## src/axis_threshold_crossing_counter_macros.svh

```systemverilog
// ----------------------------------------------------------------------------
// axis threshold crossing counter assertion macros
// Concurrent assertion helpers sampled on clk and disabled during reset.
// ----------------------------------------------------------------------------
`ifndef AXIS_THRESHOLD_CROSSING_COUNTER_MACROS_SVH
`define AXIS_THRESHOLD_CROSSING_COUNTER_MACROS_SVH

`ifndef SYNTH

// same-cycle implication
`define ATCC_ASSERT_IMPL(lbl, lhs, rhs) \
    lbl: assert property (@(posedge clk) disable iff (!rst_n) (lhs) |-> (rhs)) \
        else $error("atcc same-cycle check failed");

// next-cycle implication
`define ATCC_ASSERT_NEXT(lbl, lhs, rhs) \
    lbl: assert property (@(posedge clk) disable iff (!rst_n) (lhs) |=> (rhs)) \
        else $error("atcc next-cycle check failed");

`else

`define ATCC_ASSERT_IMPL(lbl, lhs, rhs)
`define ATCC_ASSERT_NEXT(lbl, lhs, rhs)

`endif

`endif

```

## src/atcc_pkg.sv

```systemverilog
`timescale 1ns / 1ps
// ----------------------------------------------------------------------------
// atcc_pkg
// Shared types and constants of the axis threshold crossing counter.
// ----------------------------------------------------------------------------
package atcc_pkg;

    localparam int SAMPLE_W    = 16;
    localparam int THR_W       = 15;
    localparam int STEP_W      = 8;
    localparam int CAL_CNT_W   = 8;
    localparam int CAL_SUM_W   = 25;
    localparam int VALUE_W     = 17;
    localparam int CFG_IDX_W   = 2;
    localparam int CFG_DATA_W  = 15;
    localparam int DIV_W       = 24;
    localparam int DIV_CNT_W   = 5;

    // register indexes
    localparam logic [CFG_IDX_W-1:0] CFG_THRESHOLD_XY = 2'd0;
    localparam logic [CFG_IDX_W-1:0] CFG_THRESHOLD_Z  = 2'd1;
    localparam logic [CFG_IDX_W-1:0] CFG_STEP_SIZE    = 2'd2;
    localparam logic [CFG_IDX_W-1:0] CFG_CAL_SAMPLES  = 2'd3;

    // register reset values
    localparam logic [THR_W-1:0]     RST_THRESHOLD_XY = 15'd8350;
    localparam logic [THR_W-1:0]     RST_THRESHOLD_Z  = 15'd5010;
    localparam logic [STEP_W-1:0]    RST_STEP_SIZE    = 8'd5;
    localparam logic [CAL_CNT_W-1:0] RST_CAL_SAMPLES  = 8'd100;

    // axis select codes
    localparam logic [1:0] AXIS_X = 2'd0;
    localparam logic [1:0] AXIS_Y = 2'd1;
    localparam logic [1:0] AXIS_Z = 2'd2;

    typedef enum logic [2:0] {
        ST_IDLE,
        ST_CAL,
        ST_DIV,
        ST_AXIS,
        ST_RESULT
    } state_t;

endpackage

```

## src/atcc_div.sv

```systemverilog
`timescale 1ns / 1ps
// ----------------------------------------------------------------------------
// atcc_div
// Restoring divider, one quotient bit per cycle, unsigned operands.
// ----------------------------------------------------------------------------
module atcc_div (
    input  logic                              clk,
    input  logic                              rst_n,
    input  logic                              start,
    input  logic [atcc_pkg::DIV_W-1:0]        dividend,
    input  logic [atcc_pkg::CAL_CNT_W-1:0]    divisor,
    output logic                              done,
    output logic [atcc_pkg::DIV_W-1:0]        quotient
);
    import atcc_pkg::*;

    localparam logic [DIV_CNT_W-1:0] LAST_STEP = DIV_CNT_W'(DIV_W - 1);

    logic                   busy_reg;
    logic                   done_reg;
    logic [DIV_CNT_W-1:0]   cnt_reg;
    logic [DIV_W-1:0]       quot_reg;
    logic [CAL_CNT_W-1:0]   rem_reg;
    logic [CAL_CNT_W-1:0]   div_reg;

    logic [CAL_CNT_W:0]     rem_shift;
    logic [CAL_CNT_W:0]     rem_diff;
    logic                   fits;
    logic [CAL_CNT_W-1:0]   rem_next;
    logic [DIV_W-1:0]       quot_next;

    always_comb
    begin
        rem_shift = {rem_reg, quot_reg[DIV_W-1]};
        rem_diff  = rem_shift - {1'b0, div_reg};
        fits      = rem_shift >= {1'b0, div_reg};
        // remainder stays below the divisor, so 8 bits hold it
        rem_next  = fits ? rem_diff[CAL_CNT_W-1:0] : rem_shift[CAL_CNT_W-1:0];
        quot_next = {quot_reg[DIV_W-2:0], fits};
    end

    always_ff @(posedge clk or negedge rst_n)
    begin
        if (!rst_n)
        begin
            busy_reg <= 1'b0;
            done_reg <= 1'b0;
            cnt_reg  <= '0;
        end
        else
        begin
            done_reg <= busy_reg && (cnt_reg == LAST_STEP);
            if (start)
            begin
                busy_reg <= 1'b1;
                cnt_reg  <= '0;
            end
            else if (busy_reg)
            begin
                if (cnt_reg == LAST_STEP)
                    busy_reg <= 1'b0;
                else
                    cnt_reg <= cnt_reg + 1'b1;
            end
        end
    end

    always_ff @(posedge clk)
    begin
        if (start)
        begin
            quot_reg <= dividend;
            rem_reg  <= '0;
            div_reg  <= divisor;
        end
        else if (busy_reg)
        begin
            quot_reg <= quot_next;
            rem_reg  <= rem_next;
        end
    end

    assign done     = done_reg;
    assign quotient = quot_reg;

endmodule

```

## src/atcc_axis.sv

```systemverilog
`timescale 1ns / 1ps
// ----------------------------------------------------------------------------
// atcc_axis
// One-axis crossing update: band compare, latch and saturating step.
// ----------------------------------------------------------------------------
module atcc_axis #(
    parameter int COUNT_WIDTH = 16
) (
    input  logic signed [atcc_pkg::VALUE_W-1:0] value,
    input  logic        [atcc_pkg::THR_W-1:0]   threshold,
    input  logic        [atcc_pkg::STEP_W-1:0]  step,
    input  logic signed [COUNT_WIDTH-1:0]       count_in,
    input  logic                                latched_in,
    output logic signed [COUNT_WIDTH-1:0]       count_out,
    output logic                                latched_out
);
    import atcc_pkg::*;

    localparam int SUM_W = COUNT_WIDTH + STEP_W + 1;
    localparam logic signed [SUM_W-1:0] CNT_MAX =
        {{(STEP_W + 2){1'b0}}, {(COUNT_WIDTH - 1){1'b1}}};
    localparam logic signed [SUM_W-1:0] CNT_MIN = ~CNT_MAX;

    logic signed [VALUE_W-1:0] thr_pos;
    logic signed [VALUE_W-1:0] thr_neg;
    logic signed [SUM_W-1:0]   count_ext;
    logic signed [SUM_W-1:0]   step_ext;
    logic signed [SUM_W-1:0]   sum_up;
    logic signed [SUM_W-1:0]   sum_dn;
    logic signed [COUNT_WIDTH-1:0] sat_up;
    logic signed [COUNT_WIDTH-1:0] sat_dn;

    always_comb
    begin
        thr_pos   = $signed({2'b00, threshold});
        thr_neg   = -thr_pos;
        count_ext = SUM_W'(count_in);
        step_ext  = $signed({{(SUM_W - STEP_W){1'b0}}, step});
        sum_up    = count_ext + step_ext;
        sum_dn    = count_ext - step_ext;
        sat_up    = (sum_up > CNT_MAX) ? COUNT_WIDTH'(CNT_MAX) : COUNT_WIDTH'(sum_up);
        sat_dn    = (sum_dn < CNT_MIN) ? COUNT_WIDTH'(CNT_MIN) : COUNT_WIDTH'(sum_dn);
    end

    always_comb
    begin
        count_out   = count_in;
        latched_out = latched_in;
        priority if (value > thr_pos && !latched_in)
        begin
            count_out   = sat_up;
            latched_out = 1'b1;
        end
        else if (value < thr_neg && !latched_in)
        begin
            count_out   = sat_dn;
            latched_out = 1'b1;
        end
        else if (value > thr_neg && value < thr_pos)
        begin
            // back strictly inside the band: re-arm
            latched_out = 1'b0;
        end
        else
        begin
            // on a band edge, or latched and still outside: hold
            latched_out = latched_in;
        end
    end

endmodule

```

## src/axis_threshold_crossing_counter.sv

```systemverilog
`timescale 1ns / 1ps
// ----------------------------------------------------------------------------
// axis_threshold_crossing_counter
// Per-axis threshold crossing counters with Z offset calibration.
// ----------------------------------------------------------------------------
// monitor beat: one shared axis unit visits X, Y, Z in turn, then the result
//   stage loads; no new sample is taken until the block is back in idle
// calibration beat: adds raw Z to the running sum; the beat that closes a
//   calibration run also runs the 24-step restoring divider to form the offset
// async active-low reset: counters, latches, offset and calibration cleared,
//   registers at their defaults
// ----------------------------------------------------------------------------
`include "axis_threshold_crossing_counter_macros.svh"

module axis_threshold_crossing_counter #(
    parameter int COUNT_WIDTH = 16
) (
    input  logic                                  clk,
    input  logic                                  rst_n,

    input  logic                                  cfg_valid,
    output logic                                  cfg_ready,
    input  logic [atcc_pkg::CFG_IDX_W-1:0]        cfg_index,
    input  logic [atcc_pkg::CFG_DATA_W-1:0]       cfg_data,

    input  logic                                  sample_valid,
    output logic                                  sample_ready,
    input  logic                                  action,
    input  logic signed [atcc_pkg::SAMPLE_W-1:0]  raw_x,
    input  logic signed [atcc_pkg::SAMPLE_W-1:0]  raw_y,
    input  logic signed [atcc_pkg::SAMPLE_W-1:0]  raw_z,

    output logic                                  result_valid,
    input  logic                                  result_ready,
    output logic signed [atcc_pkg::SAMPLE_W-1:0]  count_x,
    output logic signed [atcc_pkg::SAMPLE_W-1:0]  count_y,
    output logic signed [atcc_pkg::SAMPLE_W-1:0]  count_z,
    output logic signed [atcc_pkg::SAMPLE_W-1:0]  offset_z,
    output logic                                  cal_done
);
    import atcc_pkg::*;

    state_t state_reg;
    state_t state_next;

    // configuration
    logic [THR_W-1:0]     thr_xy_reg;
    logic [THR_W-1:0]     thr_z_reg;
    logic [STEP_W-1:0]    step_reg;
    logic [CAL_CNT_W-1:0] cal_samples_reg;

    // held item
    logic signed [SAMPLE_W-1:0] raw_x_reg;
    logic signed [SAMPLE_W-1:0] raw_y_reg;
    logic signed [SAMPLE_W-1:0] raw_z_reg;

    // block state
    logic signed [COUNT_WIDTH-1:0] counter_x_reg;
    logic signed [COUNT_WIDTH-1:0] counter_y_reg;
    logic signed [COUNT_WIDTH-1:0] counter_z_reg;
    logic [2:0]                    latched_reg;
    logic signed [SAMPLE_W-1:0]    z_offset_reg;
    logic signed [CAL_SUM_W-1:0]   cal_sum_reg;
    logic [CAL_CNT_W-1:0]          cal_count_reg;
    logic                          done_flag_reg;
    logic [1:0]                    axis_idx_reg;

    // result stage
    logic                          result_valid_reg;
    logic signed [SAMPLE_W-1:0]    res_count_x_reg;
    logic signed [SAMPLE_W-1:0]    res_count_y_reg;
    logic signed [SAMPLE_W-1:0]    res_count_z_reg;
    logic signed [SAMPLE_W-1:0]    res_offset_reg;
    logic                          res_done_reg;

    // control
    logic sample_take;
    logic div_start;
    logic div_done;
    logic axis_we;
    logic load_result;

    // calibration datapath
    logic signed [CAL_SUM_W-1:0] cal_sum_next;
    logic signed [CAL_SUM_W-1:0] cal_sum_neg;
    logic [CAL_CNT_W-1:0]        cal_count_next;
    logic                        cal_end;
    logic [DIV_W-1:0]            cal_mag;
    logic [DIV_W-1:0]            div_quot;
    logic signed [SAMPLE_W-1:0]  z_offset_next;

    // shared axis unit
    logic signed [VALUE_W-1:0]     sel_value;
    logic [THR_W-1:0]              sel_thr;
    logic signed [COUNT_WIDTH-1:0] sel_count;
    logic                          sel_latched;
    logic signed [COUNT_WIDTH-1:0] axis_count;
    logic                          axis_latched;

    assign cfg_ready   = 1'b1;
    assign sample_take = sample_valid && sample_ready;

    // next state
    always_comb
    begin
        state_next = state_reg;
        unique case (state_reg)
            ST_IDLE:
                if (sample_valid)
                    state_next = action ? ST_CAL : ST_AXIS;
            ST_CAL:
                state_next = cal_end ? ST_DIV : ST_RESULT;
            ST_DIV:
                if (div_done)
                    state_next = ST_RESULT;
            ST_AXIS:
                if (axis_idx_reg == AXIS_Z)
                    state_next = ST_RESULT;
            ST_RESULT:
                if (!result_valid_reg || result_ready)
                    state_next = ST_IDLE;
            default:
                state_next = ST_IDLE;
        endcase
    end

    // sequencer outputs
    always_comb
    begin
        sample_ready = 1'b0;
        div_start    = 1'b0;
        axis_we      = 1'b0;
        load_result  = 1'b0;
        unique case (state_reg)
            ST_IDLE:   sample_ready = 1'b1;
            ST_CAL:    div_start    = cal_end;
            ST_DIV:    ;
            ST_AXIS:   axis_we      = 1'b1;
            ST_RESULT: load_result  = !result_valid_reg || result_ready;
            default:   ;
        endcase
    end

    always_ff @(posedge clk or negedge rst_n)
    begin
        if (!rst_n)
            state_reg <= ST_IDLE;
        else
            state_reg <= state_next;
    end

    // configuration writes
    always_ff @(posedge clk or negedge rst_n)
    begin
        if (!rst_n)
        begin
            thr_xy_reg      <= RST_THRESHOLD_XY;
            thr_z_reg       <= RST_THRESHOLD_Z;
            step_reg        <= RST_STEP_SIZE;
            cal_samples_reg <= RST_CAL_SAMPLES;
        end
        else if (cfg_valid)
        begin
            unique case (cfg_index)
                CFG_THRESHOLD_XY: thr_xy_reg      <= cfg_data;
                CFG_THRESHOLD_Z:  thr_z_reg       <= cfg_data;
                CFG_STEP_SIZE:    step_reg        <= cfg_data[STEP_W-1:0];
                CFG_CAL_SAMPLES:  cal_samples_reg <= cfg_data[CAL_CNT_W-1:0];
                default:          ;
            endcase
        end
    end

    always_ff @(posedge clk)
    begin
        if (sample_take)
        begin
            raw_x_reg <= raw_x;
            raw_y_reg <= raw_y;
            raw_z_reg <= raw_z;
        end
    end

    // calibration accumulate and offset
    always_comb
    begin
        cal_sum_next   = cal_sum_reg + CAL_SUM_W'(raw_z_reg);
        cal_sum_neg    = -cal_sum_next;
        cal_count_next = cal_count_reg + 1'b1;
        cal_end        = cal_count_next >= cal_samples_reg;
        cal_mag        = cal_sum_next[CAL_SUM_W-1] ? cal_sum_neg[DIV_W-1:0]
                                                   : cal_sum_next[DIV_W-1:0];
        // mean magnitude is at most 32768, which negates cleanly in 16 bits
        z_offset_next  = cal_sum_reg[CAL_SUM_W-1] ? ~div_quot[SAMPLE_W-1:0] + 1'b1
                                                  : div_quot[SAMPLE_W-1:0];
    end

    atcc_div u_div (
        .clk      (clk),
        .rst_n    (rst_n),
        .start    (div_start),
        .dividend (cal_mag),
        .divisor  (cal_count_next),
        .done     (div_done),
        .quotient (div_quot)
    );

    always_ff @(posedge clk or negedge rst_n)
    begin
        if (!rst_n)
        begin
            cal_sum_reg   <= '0;
            cal_count_reg <= '0;
            z_offset_reg  <= '0;
            done_flag_reg <= 1'b0;
        end
        else
        begin
            if (sample_take)
                done_flag_reg <= 1'b0;
            if (state_reg == ST_CAL)
            begin
                cal_sum_reg   <= cal_sum_next;
                cal_count_reg <= cal_count_next;
            end
            else if (state_reg == ST_DIV && div_done)
            begin
                z_offset_reg  <= z_offset_next;
                cal_sum_reg   <= '0;
                cal_count_reg <= '0;
                done_flag_reg <= 1'b1;
            end
        end
    end

    // axis operand select
    always_comb
    begin
        sel_value   = '0;
        sel_thr     = '0;
        sel_count   = '0;
        sel_latched = 1'b0;
        unique case (axis_idx_reg)
            AXIS_X:
            begin
                sel_value   = VALUE_W'(raw_x_reg);
                sel_thr     = thr_xy_reg;
                sel_count   = counter_x_reg;
                sel_latched = latched_reg[0];
            end
            AXIS_Y:
            begin
                sel_value   = VALUE_W'(raw_y_reg);
                sel_thr     = thr_xy_reg;
                sel_count   = counter_y_reg;
                sel_latched = latched_reg[1];
            end
            AXIS_Z:
            begin
                sel_value   = VALUE_W'(raw_z_reg) - VALUE_W'(z_offset_reg);
                sel_thr     = thr_z_reg;
                sel_count   = counter_z_reg;
                sel_latched = latched_reg[2];
            end
            default: ;
        endcase
    end

    atcc_axis #(
        .COUNT_WIDTH (COUNT_WIDTH)
    ) u_axis (
        .value       (sel_value),
        .threshold   (sel_thr),
        .step        (step_reg),
        .count_in    (sel_count),
        .latched_in  (sel_latched),
        .count_out   (axis_count),
        .latched_out (axis_latched)
    );

    always_ff @(posedge clk or negedge rst_n)
    begin
        if (!rst_n)
        begin
            counter_x_reg <= '0;
            counter_y_reg <= '0;
            counter_z_reg <= '0;
            latched_reg   <= '0;
            axis_idx_reg  <= AXIS_X;
        end
        else
        begin
            if (sample_take)
                axis_idx_reg <= AXIS_X;
            else if (axis_we)
                axis_idx_reg <= axis_idx_reg + 1'b1;

            if (axis_we)
            begin
                unique case (axis_idx_reg)
                    AXIS_X:
                    begin
                        counter_x_reg  <= axis_count;
                        latched_reg[0] <= axis_latched;
                    end
                    AXIS_Y:
                    begin
                        counter_y_reg  <= axis_count;
                        latched_reg[1] <= axis_latched;
                    end
                    AXIS_Z:
                    begin
                        counter_z_reg  <= axis_count;
                        latched_reg[2] <= axis_latched;
                    end
                    default: ;
                endcase
            end
        end
    end

    // result beat register
    always_ff @(posedge clk or negedge rst_n)
    begin
        if (!rst_n)
            result_valid_reg <= 1'b0;
        else if (load_result)
            result_valid_reg <= 1'b1;
        else if (result_ready)
            result_valid_reg <= 1'b0;
    end

    always_ff @(posedge clk)
    begin
        if (load_result)
        begin
            res_count_x_reg <= SAMPLE_W'(counter_x_reg);
            res_count_y_reg <= SAMPLE_W'(counter_y_reg);
            res_count_z_reg <= SAMPLE_W'(counter_z_reg);
            res_offset_reg  <= z_offset_reg;
            res_done_reg    <= done_flag_reg;
        end
    end

    assign result_valid = result_valid_reg;
    assign count_x      = res_count_x_reg;
    assign count_y      = res_count_y_reg;
    assign count_z      = res_count_z_reg;
    assign offset_z     = res_offset_reg;
    assign cal_done     = res_done_reg;

    `ATCC_ASSERT_NEXT(a_div_done_to_result, (state_reg == ST_DIV) && div_done, state_reg == ST_RESULT)
    `ATCC_ASSERT_IMPL(a_cal_cleared_on_done, (state_reg == ST_RESULT) && done_flag_reg, cal_count_reg == '0)
    `ATCC_ASSERT_IMPL(a_axis_idx_range, state_reg == ST_AXIS, axis_idx_reg != 2'd3)
    `ATCC_ASSERT_NEXT(a_take_leaves_idle, sample_take, state_reg != ST_IDLE)

endmodule
```

## config.mk

```make
export PLATFORM = sky130hd
export DESIGN_NAME = axis_threshold_crossing_counter
export DESIGN_NICKNAME = d
export VERILOG_FILES = /design/src/atcc_pkg.sv /design/src/atcc_div.sv /design/src/atcc_axis.sv /design/src/axis_threshold_crossing_counter.sv
export VERILOG_INCLUDE_DIRS = /design/src /design/src/src
export SDC_FILE = /design/constraint.sdc
export NUM_CORES = 1
export LEC_CHECK = 0
export BUFFER_PORTS_ARGS = -buffer_cell sky130_fd_sc_hd__buf_2
export CAP_MARGIN = 5
export CORE_MARGIN = 5
export CORE_UTILIZATION = 50
export CTS_BUF_LIST = sky130_fd_sc_hd__clkbuf_16
export DETAILED_ROUTE_END_ITERATION = 10
export GPL_TIMING_DRIVEN = 0
export PLACE_DENSITY = 0.68
export SYNTH_ARGS = -nofsm -noshare
export SYNTH_HDL_FRONTEND = slang
export SYNTH_SLANG_ARGS = --single-unit
export TNS_END_PERCENT = 30
```

## constraint.sdc

```tcl
create_clock -name clk -period 6.45 [get_ports clk]
set_input_delay 0.9675 -clock clk [delete_from_list [all_inputs] [get_ports clk]]
set_output_delay 0.9675 -clock clk [all_outputs]
set_load 0.03 [all_outputs]
```

==> impl_metrics.toml, run 1 <==
[run_status]
status = "finished, final reports clean"

[yosys]
async_flop_share_pct = 51.12
syn_inst = 1782
yosys_most_used_dff = "edfxtp_1"
synth_enable_flop_cells = 145
syn-cell-area_sq_mm = 0.01823
yosysWarnings = 0
synth-seq-cells = 313
avgSynthCellArea_sq_um = 10.23
syn-num-nets = 1962
yosysSeqAreaShare_pct = 46.85
synth_cell_type_count = 97

[setup_path]
cp_max_fo = 19
path_cells = "inv_1, ha_1, buf_2, buf_6, clkbuf_1, clkbuf_2, a222oi_1, nor2_1, ha_1, nand2b_1, a21oi_1, o21bai_1, a21oi_1, o21ai_0, a211oi_2, nand3_1, a21boi_1, nand2b_1, buf_2, nor2_1, o31ai_1"
critPathLaunchType = "flop"
critical-path-max-stage-delay_ns = 0.61
crit_type = "flop to flop"
crit_family = "compound AO/OA/AOI/OAI gates"
path_buf_inv = 6
cp_slowest_cell = "a21boi_1"
arrival_ns = 6.54
cp.required_ns = 6.88
crit_path_end_kind = "flop"

[timing]
finalClockSkew_ns = 0.01305
rsz0062_at_grt = "false"
setup_viol = 0
hold_viol_final = 0
setup_ws_ns = 0.3356
drv_slew = 0
fmax_mhz = 163.5
fin_crit_sh_pct = 94.80
post-route-min-period_ns = 6.114
tightest_slew_ns = 1.063
whs_ns = 0.3095
slew_headroom_pct = 28.55
setup_tns_ns = 0

[final_layout]
area_growth_pct = 13.41
finalInstanceArea_sq_mm = 0.02067
largest_reg_flops = 25
layout-drive-gt1-share_pct = 16.45
antennaDiodeCount = 0
final_core_util_pct = 57.01
nets = 2136

[worst_hold_path]
hp-class = "primary input to async pin"

[detailed_routing]
drc = 0
routedWlPerCell_um = 19.74
drt-total-wl_um = 48350
viasPerCell = 5.806
first_pass_iters = 7
drt_iter0_drc = 1070
antenna_left = 0
vias = 14220

[clocking]
clk_pin_slew_ns = 0.06
clock_tree.root_cell = "clkbuf_16"
cts_buffer_depth = 3
postCtsHoldBufs = 0
cts_made_buffers = 35
htreeDepth = 2
clk_latency_ns = 0.54
cts_setup_buffers = 0
clock-sinks = 313
cts_tree = "yes"

[floorplan]
die_x_um = 200.9
dieArea_sq_mm = 0.04037
num_io_pins = 139
die_y_um = 200.9
std_cell_rows = 70
start_util_pct = 50.27
coreArea_sq_mm = 0.03626

[pwr]
power_density_mw_per_mm2 = 557.5
ir_worst_vdd_uv = 316.6
leakage_nw = 8.767

[global_routing]
grt_usage_pct = 23.66
grt_max_degree = 126
grt_pass1_vias = 14310
grt_first_pass_wirelength_um = 77140
antenna_found_initial = 0
grt_overflow_total = 0

[placement]
numPortBuffers = 137
dp_hpwl_um = 37070
place_congestion = 0.9196
place_worst_setup_slack_ns = -0.4131
placed_area_sq_mm = 0.01957

[run]
maxCapViolCount = 0
## placed cells by master (no fill, tap or decap), types with 8 or more instances in the layout
master,Yosys,routed
a211oi_1,19,18
a21o_1,33,33
a21oi_1,111,111
a222oi_1,26,26
a22o_1,21,21
a22oi_1,9,9
and2_1,11,11
and3_1,17,16
buf_2,11,149
clkbuf_1,48,41
clkbuf_16,0,38
dfrtp_1,143,143
dfstp_2,17,17
dfxtp_1,8,8
edfxtp_1,145,145
ha_1,104,104
inv_1,92,103
mux2_2,60,60
mux2i_1,30,30
nand2_1,147,147
nand2b_1,25,25
nand3_1,34,34
nand4_1,12,12
nor2_1,174,173
nor2b_1,15,15
nor3_1,18,18
nor4_1,10,10
o21a_1,18,18
o21ai_0,80,80
o21ai_1,38,38
o31ai_1,32,32
or2_2,8,8
or3_1,12,12
xnor2_1,59,59
xor2_1,46,46
## synth_stat cells (32+ instances only)
cell | count | area share (%)
inv_1 | 92 | 1.9
nand3_1 | 34 | 0.93
a21oi_1 | 111 | 3.0
nor2_1 | 174 | 3.6
xor2_1 | 46 | 2.2
o21ai_0 | 80 | 2.2
o31ai_1 | 32 | 1.3
clkbuf_1 | 48 | 0.99
mux2_2 | 60 | 3.7
xnor2_1 | 59 | 2.8
dfrtp_1 | 143 | 20
edfxtp_1 | 145 | 24
a21o_1 | 33 | 1.4
o21ai_1 | 38 | 1.0
nand2_1 | 147 | 3.0
ha_1 | 104 | 7.1
## path summary, 6_finish.rpt
kind | slack (ns) | from | depth (start not counted) | to
worst max register to register | 0.34 | axis_idx_reg[0] | 21 | counter_y_reg[6]
worst min-delay path | 0.31 | rst_n | 1 | cal_sum_reg[21]
worst max-delay path | 0.34 | axis_idx_reg[0] | 21 | counter_y_reg[6]
max in group asynchronous | 5.20 | rst_n | 2 | counter_z_reg[11]
worst min register to register | 0.48 | u_div.rem_reg[7] | 2 | u_div.rem_reg[7]
min in group clk | 0.48 | u_div.rem_reg[7] | 2 | u_div.rem_reg[7]
## cell type report
type,count,area (sq um)
tap,468,585.6
clock buffer,38,950.9
sequential,313,8539
buffer,74,340.3
multi-input combinational,1298,9017
inverter,95,356.6
clock inverter,25,137.6
timing repair buffer,139,743.2
fill,3157,15590
## through the flow
| stage | total power [mW] | cells |
|---|---|---|
| after CTS | 11.53 | 2452 |
| after floorplan | 7.937 | 1782 |
| final | 11.52 | 2450 |
| after detailed placement | 9.570 | 2389 |
| after global routing | 12.41 | 2450 |
| after global placement | 9.413 | 2387 |
## where the power goes
part / internal (mW) / switching (mW) / leakage, nW / total, mW
registers: 2.80 / 0.375 / 3.43 / 3.18
logic: 2.44 / 4.01 / 4.75 / 6.45
clock network: 1.10 / 0.797 / 0.581 / 1.90
## routing by layer
layer  vias up  GRT usage [%]  share of wire [%]
met5         -              0                  0
met4         0          7.842                3.1
met3       100          3.780                5.5
met2       426          42.35                 51
met1      6819          29.25                 41
li1       6879              -                  -
## cell families after synthesis
| family | share of synthesized area [%] |
|---|---|
| compound gates | 17.35 |
| xor+xnor | 5.135 |
| fa+ha+maj | 7.688 |
| buf+inv | 3.803 |
| flops | 46.85 |
| mux | 5.416 |
| other cells | 0.02057 |
| simple gates | 13.74 |
## worst register-to-register path: cells and delay by family, from the launching register on
kind	cells	cell delay [ns]
DFF	1	0.43
adders and majority gates	2	0.51
and+or+nand+nor	5	0.92
AOI/OAI and AO/OA	8	2.31
buffers and inverters	6	1.82
## timing repair
action	4_1_cts	5_1_grt
pin swaps	0	0
gates resized for setup	6	9
endpoints found under the setup margin	51	51
No activity file was read; power rests on OpenSTA's default activity.
==> inputs of run 2 (changes only) <==
- CORE_UTILIZATION: 50 -> 40
- PLACE_DENSITY: 0.68 -> unset
==> run 2 against run 1 <==
  * Register-to-register slack better by 0.14 ns
  * Sequential power hardly changed
  * Clock-buffer cell count stayed put
  * Hold slack better by 0.020 ns
  * Maximum frequency is 2.3% higher
  * Flip-flop and latch count stayed put
  * First-iteration DRC count is 1.4% lower
  * Clock skew is 0.0053 ns higher
  * Cell count is 5.5% higher
  * Power is 1.3% higher
  * Via count is 1.0% lower
  * Critical path depth is 1 lower
  * Critical path type unchanged
  * Largest cell class unchanged
  * Largest power group unchanged
==> impl_metrics.toml, run 2 (synthesized netlist as in run 1, its figures left out) <==
[run_status]
status = "finished, final reports clean"

[pwr]
p_sw_share_pct = 44.55
pwr-share-seq_pct = 27.3
combPwrFrac_pct = 55.0
power_density_mw_per_mm2 = 557.3
power.internal_mw = 6.471
power.net_switching_mw = 5.200
ir_worst_vdd_uv = 296.6
leakage_nw = 8.791
pwr-share-clk_pct = 17.7

[timing]
setup_ws_ns = 0.4710
post-route-min-period_ns = 5.979
fmax_mhz = 167.3
finalClockSkew_ns = 0.01834
tightest_slew_ns = 1.043
rsz0062_at_grt = "false"
fin_crit_sh_pct = 92.70
hold_viol_final = 0
setup_tns_ns = 0
slew_headroom_pct = 29.94
drv_slew = 0
setup_viol = 0

[floorplan]
die_x_um = 223.5
dieArea_sq_mm = 0.04994
num_io_pins = 139
std_cell_rows = 78
die_y_um = 223.5
coreArea_sq_mm = 0.04519
start_util_pct = 40.34

[placement]
place_congestion = 0.9013
place_worst_setup_slack_ns = -0.4223
dp_hpwl_um = 37920
numPortBuffers = 137

[final_layout]
multi_input_area_sq_mm = 0.009017
area_growth_pct = 14.89
nets = 2137
ff_latch_area_sq_mm = 0.008539
antennaDiodeCount = 0
largest_reg_flops = 25
final_common_cell = "nor2_1"
mostFrequentLayoutCells = "173 x nor2_1, 149 x buf_2, 147 x nand2_1"
layout-drive-gt1-share_pct = 16.78
fillCellCount = 4258

[setup_path]
cp_max_fo = 10
path_cells = "ha_1, buf_2, buf_2, clkbuf_2, buf_2, clkbuf_2, clkbuf_2, nor2_1, ha_1, a2111oi_0, o21ai_0, a221o_1, o21ai_0, and3_1, o311ai_1, and3_1, buf_2, buf_2, a211oi_1, o31ai_1"
crit_path_end_kind = "flop"
crit_top_cell = "buf_2"
ff2ff_path_depth = 20
path_buf_inv = 8
crit_type = "flop to flop"
arrival_ns = 6.39
critical-path-max-stage-delay_ns = 0.44
r2r_start = "axis_idx_reg[0]"
critPathLaunchType = "flop"
crit_family = "buffers and inverters"
r2r_slack_ns = 0.47
timing.rr.end = "counter_z_reg[12]"
cp.required_ns = 6.86
cp_num_cells = 20
cp_slowest_cell = "a211oi_1"

[global_routing]
grt_first_pass_wirelength_um = 76870
grt_pass1_vias = 14100
grt_usage_pct = 19.27
grt_overflow_total = 0
antenna_found_initial = 2
grt_max_degree = 119

[clocking]
cts_buffer_depth = 3
clk_pin_slew_ns = 0.06
clock-sinks = 313
cts_tree = "yes"
cts_made_buffers = 36
clk_latency_ns = 0.55
htreeDepth = 2
clock_tree.root_cell = "clkbuf_16"
postCtsHoldBufs = 0
cts_setup_buffers = 0

[detailed_routing]
drt-total-wl_um = 49210
routedWlPerCell_um = 19.04
viasPerCell = 5.445
drc = 0
drt_iter0_drc = 1055
vias = 14080
first_pass_iters = 8
antenna_left = 0

[worst_hold_path]
hp-class = "primary input to async pin"

[run]
maxCapViolCount = 0
[run 2: cell types whose count changed in the layout (fill, tap and decap cells not counted), sizes merged]
cell      change
inv           -2
clkinv        -1
bufinv        +3
clkinvlp      +3
clkbuf        +1
buf           -1
[run 2: through the flow]
stage               hold slack, ns  cell area [sq um]  instances  power, mW  utilization [%]
floorplan                   0.4186              18230       1782      7.937                -
global placement            0.4239              19660       2519      9.476            43.52
detailed placement          0.4378              19730       2521      9.588            43.67
CTS                         0.3151              20940       2587      11.72            46.34
global route                0.3391              20940       2585      12.58            46.34
finish                      0.3296              20940       2585      11.67            46.34
[run 2: how the worst max path moves through the flow]
stage                                from                 to  slack, ns
after floorplan           axis_idx_reg[0]  counter_y_reg[12]       1.59
after global placement    axis_idx_reg[0]   counter_z_reg[3]      -0.35
after detailed placement  axis_idx_reg[0]   counter_x_reg[9]      -0.42
after CTS                 axis_idx_reg[0]   counter_x_reg[9]       0.07
after global routing      axis_idx_reg[0]  counter_z_reg[12]       0.03
final                     axis_idx_reg[0]  counter_z_reg[12]       0.47
[run 2: repair_timing]
item	in CTS	in global routing
pin swaps	0	0
setup endpoints to repair	51	49
gates resized for setup	6	9
[run 2: cell type report]
cell class                      instances  share of cell area, %
Multi-Input combinational cell       1298                  43.06
Sequential cell                       313                  40.78
Clock buffer                           38                  4.541
Tap cell                              600                  3.585
Timing Repair Buffer                  139                  3.549
Inverter                               95                  1.703
Buffer                                 74                  1.631
Clock inverter                         28                  1.153
[run 2: metal layers]
layer  wire, um  vias to the layer above  GRT usage (%)
met2      24140                      377          33.73
met1      20800                     6709          24.04
met4       1641                        2          7.273
met5         13                        -              0
li1           -                     6890              -
met3       2611                       97          2.987
[run 2: power groups by stage]
stage / clock network [mW] / logic, mW / registers [mW]
global placement: 0 / 6.26 / 3.22
detailed placement: 0 / 6.37 / 3.22
CTS: 2.13 / 6.41 / 3.18
finish: 2.07 / 6.42 / 3.18
global route: 2.21 / 7.12 / 3.25
floorplan: 0 / 4.64 / 3.29
